**src/urb_pkg.sv**
```systemverilog
// Shared types, codes and trigger tables for the UART register block.
package urb_pkg;

  typedef enum logic [1:0] {
    CMD_READ  = 2'd0,
    CMD_WRITE = 2'd1,
    CMD_LINE  = 2'd2,
    CMD_NONE  = 2'd3
  } urb_cmd_e;

  typedef enum logic {
    ST_IDLE,
    ST_EXEC
  } urb_state_e;

  // register offsets
  localparam logic [2:0] REG_RBR_THR = 3'd0;
  localparam logic [2:0] REG_IER     = 3'd1;
  localparam logic [2:0] REG_IIR_FCR = 3'd2;
  localparam logic [2:0] REG_LCR     = 3'd3;
  localparam logic [2:0] REG_MCR     = 3'd4;
  localparam logic [2:0] REG_LSR     = 3'd5;
  localparam logic [2:0] REG_MSR     = 3'd6;
  localparam logic [2:0] REG_SCR     = 3'd7;

  // IIR source codes, bits 3:1
  localparam logic [2:0] IIR_NONE = 3'b000;
  localparam logic [2:0] IIR_THRE = 3'b001;
  localparam logic [2:0] IIR_RX   = 3'b010;

  localparam logic [7:0] LSR_BASE = 8'h60;

  typedef logic [5:0] urb_trig_t;
  localparam urb_trig_t TRIG16 [4] = '{6'd1, 6'd4, 6'd8, 6'd14};
  localparam urb_trig_t TRIG64 [4] = '{6'd1, 6'd16, 6'd32, 6'd56};

  function automatic urb_trig_t trig_level(input logic sel64, input logic [1:0] lvl);
    trig_level = sel64 ? TRIG64[lvl] : TRIG16[lvl];
  endfunction

  typedef struct packed {
    logic [1:0] cmd;
    logic [2:0] reg_addr;
    logic [7:0] write_data;
    logic [7:0] line_byte;
    logic       link_present;
  } urb_in_t;

  typedef struct packed {
    logic [7:0] read_data;
    logic       tx_valid;
    logic [7:0] tx_byte;
    logic       irq;
  } urb_out_t;

  // FIFO control from the register file
  typedef struct packed {
    logic rd_en;    // register a read this cycle
    logic rd_prev;  // read the entry before head instead of head
    logic push;
    logic pop;
    logic clear;
  } urb_fifo_ctrl_t;

endpackage

```
**src/uart_register_block_with_rx_fifo.sv**
```systemverilog
// Top level: 16550-style register file around a receive FIFO.
//
// Usage
//   Input channel (in_valid_i / in_stall_o / in_data_i) carries one transaction
//   per bus read, bus write or byte received from the line. Output channel
//   (out_valid_o / out_stall_i / out_data_o) returns exactly one result per
//   transaction: read data, a transmitted byte flag and the interrupt line.
// Timing
//   A transaction is accepted in the idle state, when the FIFO memory read is
//   launched; the next cycle executes it and loads the output register.
//   The result is registered in the output register; no new transaction is
//   taken while one executes, so each finishes before the next is accepted.
//   The FIFO memory read is registered, so execution has a state of its own.
// Reset
//   Register file, FIFO pointers and handshake state clear; payload registers
//   and FIFO memory contents are not cleared and hold nothing valid until written.
// Back-pressure
//   While a result waits under out_stall_i, the next transaction is held off
//   via in_stall_o; it is taken in the cycle the waiting result leaves.
module uart_register_block_with_rx_fifo import urb_pkg::*; #(
  parameter int RX_DEPTH = 64
) (
  input  logic     clk_i,
  input  logic     rst_ni,
  input  logic     in_valid_i,
  output logic     in_stall_o,
  input  urb_in_t  in_data_i,
  output logic     out_valid_o,
  input  logic     out_stall_i,
  output urb_out_t out_data_o
);

  localparam int PW = $clog2(RX_DEPTH);
  localparam logic [PW-1:0] LAST = PW'(RX_DEPTH - 1);

  urb_state_e     st_q, st_d;
  urb_in_t        item_q;
  urb_out_t       out_q, out_d;
  logic           out_valid_q, out_valid_d;
  logic           accept;

  // register file
  logic [7:0] ier_q, ier_d, lcr_q, lcr_d, mcr_q, mcr_d, fcr_q, fcr_d;
  logic [7:0] dll_q, dll_d, dlm_q, dlm_d, scr_q, scr_d;
  logic       tep_q, tep_d;   // THR empty interrupt pending

  urb_fifo_ctrl_t fifo_ctrl;
  logic [7:0]     fifo_rdata;
  logic [PW-1:0]  count, count_n;
  logic           dlab;
  logic [7:0]     iir_cur;

  function automatic logic [2:0] irq_src(input logic [7:0] ier, input logic [7:0] fcr,
                                         input logic [PW-1:0] cnt, input logic tep);
    logic rx_cond;
    rx_cond = fcr[0] ? (cnt >= PW'(trig_level(fcr[5], fcr[7:6]))) : (cnt != '0);
    if (ier[0] && rx_cond)   irq_src = IIR_RX;
    else if (ier[1] && tep)  irq_src = IIR_THRE;
    else                     irq_src = IIR_NONE;
  endfunction

  urb_rx_fifo #(.RX_DEPTH(RX_DEPTH)) u_rx_fifo (
    .clk_i   (clk_i),
    .rst_ni  (rst_ni),
    .ctrl_i  (fifo_ctrl),
    .wdata_i (item_q.cmd == CMD_LINE ? item_q.line_byte : item_q.write_data),
    .rdata_o (fifo_rdata),
    .count_o (count)
  );

  assign dlab   = lcr_q[7];
  assign accept = in_valid_i && !in_stall_o;

  // next state
  always_comb begin
    st_d = st_q;
    case (st_q)
      ST_IDLE: if (accept) st_d = ST_EXEC;
      ST_EXEC: st_d = ST_IDLE;
      default: st_d = ST_IDLE;
    endcase
  end

  // handshake output: input stall
  always_comb begin
    in_stall_o = 1'b1;
    case (st_q)
      ST_IDLE: in_stall_o = out_valid_q && out_stall_i;
      ST_EXEC: in_stall_o = 1'b1;
      default: in_stall_o = 1'b1;
    endcase
  end

  assign iir_cur = {{2{fcr_q[0]}}, fcr_q[0] & fcr_q[5], 1'b0,
                    irq_src(ier_q, fcr_q, count, tep_q),
                    irq_src(ier_q, fcr_q, count, tep_q) == IIR_NONE};

  // execute: register file update and result
  always_comb begin
    ier_d = ier_q; lcr_d = lcr_q; mcr_d = mcr_q; fcr_d = fcr_q;
    dll_d = dll_q; dlm_d = dlm_q; scr_d = scr_q; tep_d = tep_q;
    out_d = '0;
    fifo_ctrl = '0;
    // read is launched at acceptance; RBR on an empty FIFO repeats the previous entry
    fifo_ctrl.rd_en   = accept;
    fifo_ctrl.rd_prev = (count == '0);
    if (st_q == ST_EXEC) begin
      case (urb_cmd_e'(item_q.cmd))
        CMD_READ: begin
          case (item_q.reg_addr)
            REG_RBR_THR: begin
              if (dlab) begin
                out_d.read_data = dll_q;
              end else begin
                out_d.read_data = fifo_rdata;
                fifo_ctrl.pop   = (count != '0);
              end
            end
            REG_IER:     out_d.read_data = dlab ? dlm_q : ier_q;
            REG_IIR_FCR: begin
              out_d.read_data = iir_cur;
              if (iir_cur[3:1] == IIR_THRE) tep_d = 1'b0;
            end
            REG_LCR:     out_d.read_data = lcr_q;
            REG_MCR:     out_d.read_data = mcr_q;
            REG_LSR:     out_d.read_data = LSR_BASE | {7'd0, count != '0};
            REG_MSR:     out_d.read_data = {item_q.link_present, 7'd0};
            REG_SCR:     out_d.read_data = scr_q;
            default:     out_d.read_data = '0;
          endcase
        end
        CMD_WRITE: begin
          case (item_q.reg_addr)
            REG_RBR_THR: begin
              if (dlab) begin
                dll_d = item_q.write_data;
              end else begin
                tep_d = 1'b1;
                if (mcr_q[4]) begin
                  fifo_ctrl.push = 1'b1;   // loopback into receive FIFO
                end else if (item_q.link_present) begin
                  out_d.tx_valid = 1'b1;
                  out_d.tx_byte  = item_q.write_data;
                end
              end
            end
            REG_IER: begin
              if (dlab) dlm_d = item_q.write_data;
              else      ier_d = item_q.write_data;
            end
            REG_IIR_FCR: begin
              fcr_d = item_q.write_data;
              fifo_ctrl.clear = (item_q.write_data[1:0] != 2'b00);
            end
            REG_LCR: lcr_d = item_q.write_data;
            REG_MCR: mcr_d = item_q.write_data;
            REG_SCR: scr_d = item_q.write_data;
            default: ;  // LSR and MSR are read only
          endcase
        end
        CMD_LINE: fifo_ctrl.push = item_q.link_present;
        default:  ;
      endcase
    end

    // count after this transaction, for the interrupt line
    if (fifo_ctrl.clear)                       count_n = '0;
    else if (fifo_ctrl.pop)                    count_n = count - 1'b1;
    else if (fifo_ctrl.push && count != LAST)  count_n = count + 1'b1;
    else                                       count_n = count;
    out_d.irq = (irq_src(ier_d, fcr_d, count_n, tep_d) != IIR_NONE);
  end

  always_comb begin
    out_valid_d = out_valid_q;
    if (st_q == ST_EXEC)             out_valid_d = 1'b1;
    else if (out_valid_q && !out_stall_i) out_valid_d = 1'b0;
  end

  always_ff @(posedge clk_i or negedge rst_ni) begin
    if (!rst_ni) begin
      st_q        <= ST_IDLE;
      out_valid_q <= 1'b0;
      ier_q <= '0; lcr_q <= '0; mcr_q <= '0; fcr_q <= '0;
      dll_q <= '0; dlm_q <= '0; scr_q <= '0; tep_q <= 1'b0;
    end else begin
      st_q        <= st_d;
      out_valid_q <= out_valid_d;
      ier_q <= ier_d; lcr_q <= lcr_d; mcr_q <= mcr_d; fcr_q <= fcr_d;
      dll_q <= dll_d; dlm_q <= dlm_d; scr_q <= scr_d; tep_q <= tep_d;
    end
  end

  // payload registers
  always_ff @(posedge clk_i) begin
    if (accept)          item_q <= in_data_i;
    if (st_q == ST_EXEC) out_q  <= out_d;
  end

  assign out_valid_o = out_valid_q;
  assign out_data_o  = out_q;

  a_exec_one_cycle: assert property (@(posedge clk_i) disable iff (!rst_ni)
    st_q == ST_EXEC |=> st_q == ST_IDLE) else $error("execute state held");
  a_slot_free: assert property (@(posedge clk_i) disable iff (!rst_ni)
    accept |=> st_q == ST_EXEC && !out_valid_q) else $error("output slot busy");
  a_result_out: assert property (@(posedge clk_i) disable iff (!rst_ni)
    st_q == ST_EXEC |=> out_valid_o) else $error("result not presented");

endmodule

```
**src/urb_rx_fifo.sv**
```systemverilog
// Receive FIFO: byte memory with registered read and modular pointers.
module urb_rx_fifo import urb_pkg::*; #(
  parameter int RX_DEPTH = 64
) (
  input  logic                        clk_i,
  input  logic                        rst_ni,
  input  urb_fifo_ctrl_t              ctrl_i,
  input  logic [7:0]                  wdata_i,
  output logic [7:0]                  rdata_o,
  output logic [$clog2(RX_DEPTH)-1:0] count_o
);

  localparam int PW = $clog2(RX_DEPTH);
  localparam logic [PW-1:0] LAST = PW'(RX_DEPTH - 1);

  logic [7:0]    rx_mem_q [RX_DEPTH];
  logic [7:0]    rdata_q;
  logic [PW-1:0] head_q, head_d, tail_q, tail_d;
  logic [PW-1:0] rd_addr;
  logic [PW:0]   diff;
  logic          push_ok;

  function automatic logic [PW-1:0] ptr_inc(input logic [PW-1:0] p);
    ptr_inc = (p == LAST) ? '0 : p + 1'b1;
  endfunction

  assign diff    = {1'b0, tail_q} - {1'b0, head_q}
                 + ((tail_q < head_q) ? (PW+1)'(RX_DEPTH) : '0);
  assign count_o = diff[PW-1:0];
  assign push_ok = ctrl_i.push && (count_o != LAST);
  assign rd_addr = ctrl_i.rd_prev ? ((head_q == '0) ? LAST : head_q - 1'b1) : head_q;
  assign rdata_o = rdata_q;

  always_comb begin
    head_d = head_q;
    tail_d = tail_q;
    if (ctrl_i.clear) begin
      head_d = '0;
      tail_d = '0;
    end else begin
      if (ctrl_i.pop) head_d = ptr_inc(head_q);
      if (push_ok)    tail_d = ptr_inc(tail_q);
    end
  end

  always_ff @(posedge clk_i or negedge rst_ni) begin
    if (!rst_ni) begin
      head_q <= '0;
      tail_q <= '0;
    end else begin
      head_q <= head_d;
      tail_q <= tail_d;
    end
  end

  always_ff @(posedge clk_i) begin
    if (push_ok && !ctrl_i.clear) rx_mem_q[tail_q] <= wdata_i;
    if (ctrl_i.rd_en) rdata_q <= rx_mem_q[rd_addr];
  end

  a_no_push_pop: assert property (@(posedge clk_i) disable iff (!rst_ni)
    !(ctrl_i.push && ctrl_i.pop)) else $error("push and pop together");
  a_pop_nonempty: assert property (@(posedge clk_i) disable iff (!rst_ni)
    ctrl_i.pop |-> count_o != '0) else $error("pop on empty FIFO");
  a_clear_empties: assert property (@(posedge clk_i) disable iff (!rst_ni)
    ctrl_i.clear |=> count_o == '0) else $error("FIFO not empty after clear");

endmodule

```
**config.mk**
```make
export PLATFORM = sky130hd
export DESIGN_NAME = uart_register_block_with_rx_fifo
export DESIGN_NICKNAME = d
export VERILOG_FILES = /design/src/urb_pkg.sv /design/src/uart_register_block_with_rx_fifo.sv /design/src/urb_rx_fifo.sv
export SDC_FILE = /design/constraint.sdc
export NUM_CORES = 1
export LEC_CHECK = 0
export ABC_AREA = 1
export CAP_MARGIN = 10
export CELL_PAD_IN_SITES_DETAIL_PLACEMENT = 0
export CELL_PAD_IN_SITES_GLOBAL_PLACEMENT = 1
export CORE_MARGIN = 2
export CORE_UTILIZATION = 55
export DETAILED_ROUTE_END_ITERATION = 6
export DONT_BUFFER_PORTS = 1
export GPL_TIMING_DRIVEN = 1
export MAX_ROUTING_LAYER = met4
export PLACE_DENSITY_LB_ADDON = 0.1
export SYNTH_ARGS = -nofsm -noshare
export SYNTH_HDL_FRONTEND = slang
export SYNTH_HIERARCHICAL = 1
export SYNTH_SLANG_ARGS = --single-unit
```
**constraint.sdc**
```tcl
create_clock -name clk_i -period 13 [get_ports clk_i]
set_input_delay 2.6 -clock clk_i [delete_from_list [all_inputs] [get_ports clk_i]]
set_output_delay 2.6 -clock clk_i [all_outputs]
set_load 0.02 [all_outputs]
```
==> results.ini <==
[finish]
fillers = 4381
layout-drive-gt1-share = 0.0571
area_growth_pct = 9.44
diodes = 0
largest_register_ffs = 512
nets = 2925
top_register = u_rx_fifo/rx_mem_q
fin_util = 0.610

[clock_tree]
cts_setup_buffers = 0
clock_tree.buffer_depth = 3
h-tree-depth = 3
clk_pin_slew_worst_paths_ns = 0.06
clock-sinks = 627
root_buffer = clkbuf_16
cts-buffers-inserted = 68
cts-resized-gates = 0
postCtsHoldBufs = 0
cts_tree = built
clock_latency_ns = 0.61

[synthesis]
syn_nets = 2958
yosys.area.top_type_share = 0.586
netlist_area_um2 = 28700
async_flop_share = 0.107
synth_edf_count = 560
synth.distinct_cells = 48
avgSynthCellArea_um2 = 9.88
synth_ff_type = edfxtp_1
postSynthCellCount = 2906
synth_warnings = 6
yosysTopAreaCell = edfxtp_1
synth_common_cells = nand2_1, nand3_1, edfxtp_1, inv_1, nor2_1
seq_area_frac_synth = 0.644
synth-seq-cells = 627
synth.most_common_cell = nand2_1
ys_top_cells_by_area = edfxtp_1, nand3_1, nand2_1

[global_routing]
grt_pass1_vias = 19200
grt_max_degree = 167
overflow = 0
grt_pass1_wl_um = 116000
grt_usage = 0.294
antenna_found_initial = 0

[timing]
setup_viol = 0
post-route-worst-setup-slack_ns = 6.85
finClkSkew_ns = 0.0149
period_minus_slack_ns = 6.15
timing.fmax_mhz = 163
report.final.hold_viol_count = 0
slew_viol_final = 0
slew_headroom = 0.180
rsz0062_at_grt = false
tightestPinTransition_ns = 1.23
fin_crit_sh = 0.473
setup_tns_ns = 0

[setup_path]
required_ns = 13.35
critPathCaptureType = flop
cpLargestDelayFamily = simple AND/OR/NAND/NOR gates
crit_type = flop to flop
crit_top_cell = nand2_1
path_buf_inv = 6
rrSetupSlack_ns = 6.85
worstSetupStartpointType = flop
critPathMaxFanout = 166
crit_path_top_delay_cell = nand2_8
cp_slowest_stage_delay_ns = 0.79
arrival_ns = 6.50

[detailed_routing]
drt_iter0_markers = 2146
vias_per_cell = 5.56
drc = 0
drt_wl_total_um = 75300
drtAntennaViolNets = 0
vias = 20000
drt-wirelength-per-cell_um = 20.9
firstDrtPassIters = 6

[die]
die_y_um = 233
rows = 83
coreArea_um2 = 51500
dieArea_um2 = 54100
fp.dieW_um = 233
ios = 46
initial_utilization = 0.557

[placed_design]
numPortBuffers = 0
hpwl_um = 44100
dp_worst_setup_slack_ns = 6.92
gp_congestion = 0.908

[status]
status = finished clean

[pwr]
p_leak_nw = 13.2
ir_drop_mv = 0.217
powerDensity_nw_per_um2 = 267

[min_path]
hold_class = flop to flop

[run]
drv_cap = 0

## per-layer routing
layer  global-route usage  wire length [um]  up-vias
met4               0.0938              2270        0
met5                    -                 0        -
met2                0.447             34700      781
li1                     -                 -     9499
met1                0.412             33400     9614
met3               0.0406              4960      151
## where the power goes
part | leakage, nW | internal [mW] | switching [mW]
clock network | 1.02 | 1.06 | 0.775
registers | 5.97 | 2.32 | 0.0575
logic | 6.23 | 1.16 | 3.03
total | 13.2 | 4.54 | 3.86
## cells by family after synthesis
kind of cell               share of synthesized area
and+or+nand+nor                                0.222
xor gates and xnor gates                     0.00270
muxes                                       0.000349
buffers and inverters                         0.0914
adders and majority gates                     0.0116
AOI/OAI and AO/OA                             0.0275
DFF                                            0.644
## cell type report
class / instances / area, um^2 / area share
Sequential cell: 627 / 18500 / 0.588
Multi-Input combinational cell: 1605 / 7740 / 0.246
Inverter: 546 / 2050 / 0.0653
Clock buffer: 91 / 1850 / 0.0589
Tap cell: 680 / 851 / 0.0271
Clock inverter: 31 / 254 / 0.00808
Timing Repair Buffer: 25 / 188 / 0.00597
## placed cells by master, fill, tap and decap left out, drive strengths merged, types with 2 or more instances in the layout
master and count:
bufinv 3, nand3 579, a211oi 2, edfxtp 560, xnor2 2, inv 546, nor2 131, a2111oi 5
o21ai 94, nand4 17, dfrtp 67, a21oi 26, a31oi 3, clkinv 25, o221ai 2, xor2 6
nand3b 32, clkinvlp 3, nor3 5, o22ai 3, nand2 658, buf 25, nor4 4, clkbuf 91
ha 25, a21o 2
## through the flow
step                      instances  hold WS [ns]  total power [mW]  area (um^2)
after floorplan                2906         0.448              5.31        28700
after global placement         3483         0.464              6.53        29300
after detailed placement       3483         0.474              6.56        29300
after CTS                      3605         0.487              8.40        31400
after global routing           3605         0.507              8.95        31400
final                          3605         0.484              8.40        31400
## worst register-to-register path, cell delays in order (launching register included)
cell and delay, ns:
dfrtp_1 0.44, inv_1 0.11, ha_1 0.36, a21oi_1 0.19
nand2_1 0.08, nand2_1 0.08, nand2_1 0.05, a21oi_1 0.15
xor2_1 0.45, inv_1 0.17, nand4_2 0.18, inv_1 0.13
inv_2 0.13, nor2_1 0.09, nor2_4 0.11, buf_4 0.70
nand2_8 0.88, buf_4 0.76, nand2_1 0.15, nand2_1 0.06
nand2_1 0.08, nand3_1 0.10, nand3_1 0.15, nand3_1 0.15
nand3_1 0.12, nand2_1 0.06
## worst paths after layout
check	start	to	cells after the start
min	mcr_q[1]	mcr_q[1]	2
max reg2reg	u_rx_fifo/head_q[2]	u_rx_fifo/rdata_o[6]	25
min in group asynchronous	rst_ni	fcr_q[0]	0
max	u_rx_fifo/head_q[2]	u_rx_fifo/rdata_o[6]	25
min reg2reg	mcr_q[1]	mcr_q[1]	2
max in group asynchronous	rst_ni	scr_q[1]	0
(Power assumes the default switching activity.)
